File: src/design/lav_pkg.sv
package lav_pkg;

  localparam int FracBits  = 16;
  localparam int UnitBits  = 30;
  localparam int ProdFrac  = UnitBits + FracBits;
  // Q1.30 x Q16.16 products drop back to Q16.16
  localparam int ShiftBits = ProdFrac - FracBits;

  localparam int InW  = 288;
  localparam int OutW = 128;

  localparam logic [1:0] RowSide = 2'd0;
  localparam logic [1:0] RowUp   = 2'd1;
  localparam logic [1:0] RowFwd  = 2'd2;

  typedef logic signed [31:0] w32_t;
  typedef logic signed [32:0] w33_t;
  typedef logic signed [63:0] w64_t;
  typedef logic signed [65:0] w66_t;

  localparam w66_t SatHi = 66'sd2147483647;
  localparam w66_t SatLo = -66'sd2147483648;

  typedef struct packed {
    logic [2:0][31:0] eye;
    logic [2:0][32:0] fwd;
    logic [2:0][31:0] up;
  } item_t;

  typedef struct packed {
    logic [31:0]      shift;
    logic [2:0][31:0] elem;
  } row_t;

  // right shift by ShiftBits, round to nearest, ties away from zero
  function automatic w66_t rnd_shr(input w66_t v);
    logic [65:0] mag;
    logic [65:0] r;
    mag = v[65] ? 66'(-v) : 66'(v);
    r   = (mag + (66'd1 << (ShiftBits - 1))) >> ShiftBits;
    return v[65] ? -$signed(r) : $signed(r);
  endfunction

  function automatic w32_t sat32(input w66_t v);
    w32_t r;
    if (v > SatHi) r = 32'sh7fffffff;
    else if (v < SatLo) r = 32'sh80000000;
    else r = 32'(v);
    return r;
  endfunction

endpackage

File: src/design/lav_out.sv
module lav_out import lav_pkg::*; (
  input  logic            clk_i,
  input  logic            rst_ni,
  input  logic            load_valid_i,
  output logic            load_ready_o,
  input  row_t [2:0]      rows_i,
  output logic            m_axis_tvalid_o,
  input  logic            m_axis_tready_i,
  // elem_x, elem_y, elem_z, shift
  output logic [OutW-1:0] m_axis_tdata_o,
  // row_index
  output logic [1:0]      m_axis_tuser_o,
  output logic            m_axis_tlast_o
);

  row_t [2:0] bank_q;
  logic       busy_q;
  logic [1:0] idx_q;

  assign load_ready_o    = !busy_q;
  assign m_axis_tvalid_o = busy_q;
  assign m_axis_tdata_o  = bank_q[idx_q];
  assign m_axis_tuser_o  = idx_q;
  assign m_axis_tlast_o  = (idx_q == RowFwd);

  always_ff @(posedge clk_i or negedge rst_ni) begin
    if (!rst_ni) begin
      busy_q <= 1'b0;
      idx_q  <= RowSide;
    end else if (!busy_q) begin
      if (load_valid_i) begin
        busy_q <= 1'b1;
        idx_q  <= RowSide;
      end
    end else if (m_axis_tready_i) begin
      if (idx_q == RowFwd) busy_q <= 1'b0;
      else idx_q <= idx_q + 2'd1;
    end
  end

  always_ff @(posedge clk_i) begin
    if (load_valid_i && !busy_q) bank_q <= rows_i;
  end

endmodule
File: config.mk
export PLATFORM = sky130hd
export DESIGN_NAME = lav_out
export DESIGN_NICKNAME = d
export VERILOG_FILES = /design/src/design/lav_pkg.sv /design/src/design/lav_out.sv
export SDC_FILE = /design/constraint.sdc
export NUM_CORES = 1
export LEC_CHECK = 0
export BUFFER_PORTS_ARGS = -buffer_cell sky130_fd_sc_hd__buf_2
export CAP_MARGIN = 5
export CORE_AREA = 8 8 229 231
export CTS_CLUSTER_DIAMETER = 200
export DETAILED_ROUTE_END_ITERATION = 16
export DIE_AREA = 0 0 237 239
export PLACE_DENSITY_LB_ADDON = 0.25
export SLEW_MARGIN = 20
export SYNTH_ARGS = -nofsm -noshare
export SYNTH_HDL_FRONTEND = slang
export SYNTH_SLANG_ARGS = --single-unit
File: constraint.sdc
create_clock -name clk_i -period 19.2 [get_ports clk_i]
set_input_delay 3.84 -clock clk_i [delete_from_list [all_inputs] [get_ports clk_i]]
set_output_delay 3.84 -clock clk_i [all_outputs]
set_load 0.03 [all_outputs]
==> run metrics <==
CTS sink cnt a little under 400; Netlist Area Pre-Place 14400 um2; setup tns final 0 ps; layout cells sized above 1 42.6%; Final HPWL DP 29800 um; post-synthesis compound-gate area fraction 4.57%; CP endpoint kind output port; CTS tree done; ys flop type edfxtp_1; Post-CTS Setup Bufs 0; sequential share of the synthesized area 80.6%; Routed WL between 40000 and 50000 um; CTS clk-pin slew, worst paths 60 ps; Final Setup Violations 0; WL per Instance approximately 21 um; Ports 521; Pre-antenna DRT Iters 4; power per cell area 152 nW/um2; Syn. warnings 0; fin. max-slew vios 0; Port Buffers 520; hold slack 680 ps; RSZ-0062 raised after global routing no; Slew Limit Headroom 31.8%; critical path's slowest cell dfrtp_4; status completed; largest net degree at the start of global routing 88; vias in the first global route between 9000 and 10000; Die Area 56600 um2; Post-Route Skew 11.3 ps; Distinct cells, synth 20; number of hold buffers added after cts 0; CTS Buffer Depth 3; RePlAce Congestion between 0.8 and 0.9; Post-Synth Adder-Cell Area 0.0869%; first-pass GRT wire length 60200 um; max incr delay on CP 870 ps; Critical Path RT 15360 ps; H-tree depth 2; #FFs+latches synth 387; Nets 1748; Synth Area per Inst 17.4 um2; worst setup path class flop to output port; Async SR Flop Fraction 0.775%; Max Fanout on Critical Path 70; number of flops mapped to enable cells by yosys 384; core box area approximately 50000 um2; Worst-Margin Slew 1020 ps; worst path arrival time 3920 ps; Initial Utilization 29.7%; share of synthesized area spent on multiplexers 8.96%; grt ovf 0; syn nets 1216; Via density around 4.4; Leakage 7.35 nW; Max Fclk 0.129 GHz; crit path cell chain and2b_4, buf_4, nand2_1, o21ai_0, buf_2; cells after synthesis 827; fin crit share 40.4%; Routed Antenna Nets 0; residual DRC count 0; initial antenna violation count 9; Power, Total between 2 and 3 mW; area grow syn2layout 31.1%; XOR/XNOR share of the synthesized area 0%; GRT Total Usage 14.0%; Num CTS Buffers 43; Via Count between 8000 and 9000; Clock Tree Root clkbuf_16; Core Util, Final 38.9%; simple-gate share of the synthesized area under 10%; row count around 80; Max VDD drop 0.104 mV; Hold Crit Class flop to flop; final hold violations 0; clock latency on the worst-skew pair 540 ps; Max Cap Violations 0; Tmin final 7760 ps; Die W 237 um; post-cts resize count 0; Die H 239 um; Setup crit start kind flop; DRT iter0 DRCs 446; combinational family with the most area after synthesis multiplexers
==> cell usage after synthesis, types with 3 or more instances <==
cell type	n	share of area (%)
edfxtp_1	384	80
mux2i_1	129	9.0
nand2_1	128	3.3
o21ai_0	98	3.4
o21ai_1	30	1.0
buf_4	14	0.73
buf_6	12	0.94
clkbuf_1	11	0.29
buf_2	6	0.21
dfrtp_1	3	0.52
inv_1	3	0.078
==> logic make-up (layout without fill, tap and decap cells) <==
group | Yosys count | in the layout
flops | 387 | 387
simple gates | 133 | 133
compound gates | 131 | 131
mux | 129 | 129
buf+inv | 46 | 609
fa+ha+maj | 1 | 1
other cells | 0 | 5
==> cells in the final DEF (no fill, tap or decap), drive strengths merged <==
cell type	instances
o22ai	1
nor2	1
clkbuf	54
and2b	1
nor2b	1
a31oi	1
a21oi	1
or2	1
inv	5
diode	5
bufinv	3
nand2b	1
clkinv	17
dfrtp	3
o21ai	128
ha	1
nand2	128
edfxtp	384
mux2i	129
buf	530
==> sequential cells by signal, indices dropped and copies added (netlist names) <==
signal / flops
bank_q: 384
m_axis_tuser_o: 2
m_axis_tvalid_o: 1
==> final cells by class <==
type                            count  area [um2]
Fill cell                        4592       29700
Sequential cell                   387       11600
Timing Repair Buffer              530        2690
Multi-Input combinational cell    394        2480
Clock buffer                       54        1120
Tap cell                          622         778
Clock inverter                     22         186
Antenna cell                        5        12.5
Inverter                            3        11.3
==> power breakdown <==
| group | leakage, nW | switching [mW] | internal [mW] | total, mW |
|---|---|---|---|---|
| Sequential | 3.52 | 0.0596 | 1.06 | 1.12 |
| Combinational | 3.18 | 0.698 | 0.274 | 0.972 |
| Clock | 0.642 | 0.319 | 0.452 | 0.771 |
| Total | 7.35 | 1.08 | 1.79 | 2.86 |
==> routing by layer <==
metal	part of all wire (%)	wire length [um]	vias to the layer above	global-route usage [%]
met5	0.15	62	-	0
met4	2.2	916	10	3.89
met3	6.7	2810	65	4.18
met2	52	21800	317	25.0
met1	39	16200	4372	16.2
li1	-	-	4211	-
==> critical path, delay by kind of cell, from the launching register on <==
family | cells | cell delay [ps]
buf+inv | 2 | 1180
compound gates | 1 | 380
flops | 1 | 870
simple gates | 2 | 920
==> path summary, 6_finish.rpt <==
path,startpoint,endpoint,slack (ps),depth (start not counted)
min in group asynchronous,rst_ni,m_axis_tuser_o[0],3090,1
min reg2reg,m_axis_tvalid_o,m_axis_tvalid_o,680,1
max,m_axis_tuser_o[1],m_axis_tdata_o[46],11440,5
min,m_axis_tvalid_o,m_axis_tvalid_o,680,1
max in group asynchronous,rst_ni,m_axis_tuser_o[1],15980,1
max reg2reg,m_axis_tvalid_o,bank_q[353],15820,4
==> per-stage QoR <==
stage,instance area [um2],cells,worst slack (ps)
2_1_floorplan,14400,827,4930
3_3_place_gp,17600,1936,11860
3_5_place_dp,17600,1936,11820
4_1_cts,18900,2012,11260
5_1_grt,18900,2015,11150
6_report,18900,2017,11440
Power figures use the tool's default switching activity.
