File: src/design/lav_pkg.sv
package lav_pkg;

  localparam int FracBits  = 16;
  localparam int UnitBits  = 30;
  localparam int ProdFrac  = UnitBits + FracBits;
  // Q1.30 x Q16.16 products drop back to Q16.16
  localparam int ShiftBits = ProdFrac - FracBits;

  localparam int InW  = 288;
  localparam int OutW = 128;

  localparam logic [1:0] RowSide = 2'd0;
  localparam logic [1:0] RowUp   = 2'd1;
  localparam logic [1:0] RowFwd  = 2'd2;

  typedef logic signed [31:0] w32_t;
  typedef logic signed [32:0] w33_t;
  typedef logic signed [63:0] w64_t;
  typedef logic signed [65:0] w66_t;

  localparam w66_t SatHi = 66'sd2147483647;
  localparam w66_t SatLo = -66'sd2147483648;

  typedef struct packed {
    logic [2:0][31:0] eye;
    logic [2:0][32:0] fwd;
    logic [2:0][31:0] up;
  } item_t;

  typedef struct packed {
    logic [31:0]      shift;
    logic [2:0][31:0] elem;
  } row_t;

  // right shift by ShiftBits, round to nearest, ties away from zero
  function automatic w66_t rnd_shr(input w66_t v);
    logic [65:0] mag;
    logic [65:0] r;
    mag = v[65] ? 66'(-v) : 66'(v);
    r   = (mag + (66'd1 << (ShiftBits - 1))) >> ShiftBits;
    return v[65] ? -$signed(r) : $signed(r);
  endfunction

  function automatic w32_t sat32(input w66_t v);
    w32_t r;
    if (v > SatHi) r = 32'sh7fffffff;
    else if (v < SatLo) r = 32'sh80000000;
    else r = 32'(v);
    return r;
  endfunction

endpackage

File: src/design/lav_front.sv
module lav_front import lav_pkg::*; (
  input  logic            clk_i,
  input  logic            rst_ni,
  input  logic            s_axis_tvalid_i,
  output logic            s_axis_tready_o,
  // eye_x, eye_y, eye_z, target_x, target_y, target_z, upward_x, upward_y, upward_z
  input  logic [InW-1:0]  s_axis_tdata_i,
  output logic            item_valid_o,
  input  logic            item_ready_i,
  output item_t           item_o
);

  item_t      q_mem [2];
  item_t      entry;
  logic       wr_ptr_q, rd_ptr_q;
  logic [1:0] cnt_q;
  logic       push, pop;

  always_comb begin
    for (int i = 0; i < 3; i++) begin
      entry.eye[i] = s_axis_tdata_i[32*i +: 32];
      entry.up[i]  = s_axis_tdata_i[192 + 32*i +: 32];
      entry.fwd[i] = 33'($signed({s_axis_tdata_i[96 + 32*i + 31], s_axis_tdata_i[96 + 32*i +: 32]})
                   - $signed({s_axis_tdata_i[32*i + 31], s_axis_tdata_i[32*i +: 32]}));
    end
  end

  assign s_axis_tready_o = (cnt_q != 2'd2);
  assign item_valid_o    = (cnt_q != 2'd0);
  assign item_o          = q_mem[rd_ptr_q];
  assign push            = s_axis_tvalid_i && s_axis_tready_o;
  assign pop             = item_valid_o && item_ready_i;

  always_ff @(posedge clk_i or negedge rst_ni) begin
    if (!rst_ni) begin
      wr_ptr_q <= 1'b0;
      rd_ptr_q <= 1'b0;
      cnt_q    <= 2'd0;
    end else begin
      if (push) wr_ptr_q <= ~wr_ptr_q;
      if (pop) rd_ptr_q <= ~rd_ptr_q;
      if (push && !pop) cnt_q <= cnt_q + 2'd1;
      else if (pop && !push) cnt_q <= cnt_q - 2'd1;
    end
  end

  always_ff @(posedge clk_i) begin
    if (push) q_mem[wr_ptr_q] <= entry;
  end

endmodule

File: config.mk
export PLATFORM = sky130hd
export DESIGN_NAME = lav_front
export DESIGN_NICKNAME = d
export VERILOG_FILES = /design/src/design/lav_pkg.sv /design/src/design/lav_front.sv
export SDC_FILE = /design/constraint.sdc
export NUM_CORES = 1
export LEC_CHECK = 0
export ABC_AREA = 1
export BUFFER_PORTS_ARGS = -buffer_cell sky130_fd_sc_hd__buf_2
export CAP_MARGIN = 10
export CORE_MARGIN = 2
export CORE_UTILIZATION = 52
export CTS_CLUSTER_SIZE = 40
export DETAILED_ROUTE_END_ITERATION = 8
export GPL_ROUTABILITY_DRIVEN = 0
export GPL_TIMING_DRIVEN = 0
export PLACE_DENSITY = 0.76
export SLEW_MARGIN = 20
export SYNTH_ARGS = -nofsm -noshare
export SYNTH_HDL_FRONTEND = slang
export SYNTH_SLANG_ARGS = --single-unit
File: constraint.sdc
create_clock -name clk_i -period 35.3 [get_ports clk_i]
set_clock_uncertainty 0.1 [all_clocks]
set_input_delay 3.53 -clock clk_i [delete_from_list [all_inputs] [get_ports clk_i]]
set_output_delay 3.53 -clock clk_i [all_outputs]
set_load 0.02 [all_outputs]
==> run_results.csv <==
group,metric,value,unit
sta,max_freq,156,MHz
power,totalPowerFinal,2.72,mW
sta,unrepaired_setup_endpoints_after_global_routing,"false",
sta,final_hold_viol_count,0,
worst_setup_path,crit-reg2reg-launch,"cnt_q[0]$_DFFE_PN0P_",
drt,avgViaCountPerCell,4.88,
flow_run,cap_viol_max_count,0,
sta,period_share,18.2,%
drt,routed-via-count,22900,
layout,flow.area_growth_from_synthesis,22.0,%
synthesis,synth-warning-count,0,
placed_design,port_buffers,584,
floorplan,start_util,52.6,%
layout,design.final.nets,4278,
clocking,clk_path_buf_depth,3,
floorplan,io_pins,585,
global_routing,antenna_violations_before_repair,17,
clocking,cts_setup_buffers,0,
sta,hold_ws,0.372,ns
placed_design,detailed_place_hpwl,61.3,mm
floorplan,core_region_area,55100,um^2
synthesis,yosys_register_bits,586,
clocking,path_clk_slew,0.06,ns
sta,finalCriticalPeriod,6.42,ns
worst_setup_path,crit_path_max_fanout,11,
clocking,cts_tree,"yes",
floorplan,die_area,57600,um^2
drt,routed_wirelength,78.8,mm
clocking,ctsHoldBuffers,0,
sta,max_slew_margin,41.8,%
drt,antenna_violating_nets_remaining,0,
sta,slew_worst_pin,0.873,ns
worst_setup_path,path_class,"flop to output pin",
worst_setup_path,crit_chain,"buf_2 > clkbuf_1 > nand2_1 > nand2_1 > buf_2",
sta,timing.final.setup_violations,0,
worst_setup_path,worstSetupStartpoint,"rd_ptr_q$_DFFE_PN0P_",
clocking,tritoncts_buffers,58,
worst_setup_path,worst_setup_path_start_kind,"flop",
floorplan,fp.dieH,240,um
synthesis,number_of_different_library_cells_in_the_post_synthesis_netlist,24,
synthesis,synth_fp_nets,3608,
layout,utilization,64.1,%
floorplan,die_width,240,um
synthesis,yosys.area.top_type_share,60.4,%
power,ir_drop,0.0549,mV
synthesis,post_synth_inst_count,3216,
global_routing,grt_pass1_wl,116,mm
min_path,timing.hold.worst.start,"cnt_q[0]$_DFFE_PN0P_",
power,total_leakage_power,17.8,nW
clocking,number_of_gates_resized_after_cts,0,
worst_setup_path,critPathCaptureType,"output pin",
clocking,clock-root-buffer,"clkbuf_16",
drt,drcViolationCount,0,
drt,first_iter_violations,1465,
drt,routed_length_per_instance,16.8,um
power,powerDensity,77.1,nW/um^2
clocking,cts_sinks,586,
clocking,cts_htree_levels,2,
layout,layout_cell_share_with_drive_strength_beyond_1,19.0,%
synthesis,avgSynthCellArea,9.00,um^2
synthesis,synth.yosys.seq_area_share,60.7,%
global_routing,globalRoute.totalOverflow,0,
min_path,min_path_type,"flop to flop",
worst_setup_path,worstPathRequired,31.67,ns
worst_setup_path,timing.critical_path.slowest_cell_delay,0.66,ns
sta,timing.final.max_slew_violations,0,
sta,fin_tns_setup,0,ns
synthesis,yosys.area.top_type,"edfxtp_1",
worst_setup_path,cpMaxStageDelayCell,"clkbuf_1",
global_routing,number_of_global_route_vias_before_repair,21400,
run_status,run_status,"complete, no violations",
synthesis,synth_area,29000,um^2
drt,drtPass1Iterations,6,
global_routing,grt_max_degree,28,
clocking,clk-insertion-delay-late,0.62,ns
floorplan,row_count,86,
global_routing,globalRouteTotalUtil,26.5,%
worst_setup_path,arrival,2.79,ns
synthesis,ys_top_cells_by_area,"edfxtp_1, nand2_1, inv_1",
worst max-delay path, delay by kind of cell (launching register included):
| kind | cells | cell delay [ns] |
|---|---|---|
| flops | 1 | 0.37 |
| buf+inv | 3 | 1.40 |
| simple gates | 2 | 0.37 |
logic make-up after synthesis:
family	after synthesis	synth area share (%)
adder cells (fa/ha/maj)	100	4.40
buffers and inverters	545	7.22
XOR/XNOR	48	1.45
AND/OR/NAND/NOR	1868	25.0
flip-flops	586	60.7
AO/OA/AOI/OAI	69	1.24
cells in the final DEF (no fill, tap or decap), drive strengths merged, types with 40 or more instances in the layout:
cell and instances:
nand2 1640, buf 652, edfxtp 582, inv 483, nor2 129, ha 97, clkbuf 94, nand3 71
a21oi 62, xor2 40
metal layers:
metal	vias up	wire, um	GRT usage, %
li1	11400	-	-
met1	10400	30600	32.4
met2	892	37700	45.0
met3	152	7030	6.19
met4	6	3310	11.1
met5	-	37	0
cell type report:
type                            instances  area, um^2
Sequential cell                       586       17600
Fill cell                            4470       19800
Tap cell                              748         936
Clock buffer                           71        1500
Clock inverter                         33         353
Timing Repair Buffer                  610        3520
Multi-Input combinational cell       2085        9300
Buffer                                 65         292
Antenna cell                           14        35.0
Inverter                              480        1800
through the flow:
stage	cell area (um^2)	instances	setup slack (ns)
floorplan	29000	3216	18.55
global placement	32800	4548	11.77
detailed placement	33400	4574	29.43
CTS	35300	4678	28.73
global route	35300	4685	28.67
finish	35300	4692	28.88
cells in the mapped netlist:
library cell	instances
nor3_1	6
a21oi_1	62
buf_1	10
ha_1	97
and2_1	6
inv_1	480
nand4_1	12
xor2_1	40
xnor2_1	8
nand2_1	1622
buf_6	1
dfrtp_1	4
fa_1	3
nand3_2	5
a21o_1	3
o21bai_1	3
nand2_2	18
buf_2	31
or2_1	4
o21ai_0	1
clkbuf_1	23
nor2_1	129
edfxtp_1	582
nand3_1	66
final timing paths:
kind | slack, ns | endpoint | cells after the start
min in group asynchronous | 2.60 | rd_ptr_q$_DFFE_PN0P_ | 1
hold / removal | 0.37 | cnt_q[0]$_DFFE_PN0P_ | 1
hold reg to reg | 0.37 | cnt_q[0]$_DFFE_PN0P_ | 1
setup reg to reg | 32.56 | q_mem[1][276]$_DFFE_PP_ | 9
setup / recovery | 28.88 | item_o[221] | 5
max in group asynchronous | 32.36 | cnt_q[0]$_DFFE_PN0P_ | 1
power breakdown:
part	switching, mW	total, mW	internal [mW]
clock	0.256	0.602	0.346
sequential	0.0335	0.997	0.963
combinational	0.807	1.12	0.317
total	1.10	2.72	1.63
sequential cells by signal, indices dropped and copies added, names as in the netlist:
name      flops
cnt_q         2
q_mem       582
rd_ptr_q      1
wr_ptr_q      1
No activity file was read; power rests on OpenSTA's default activity.
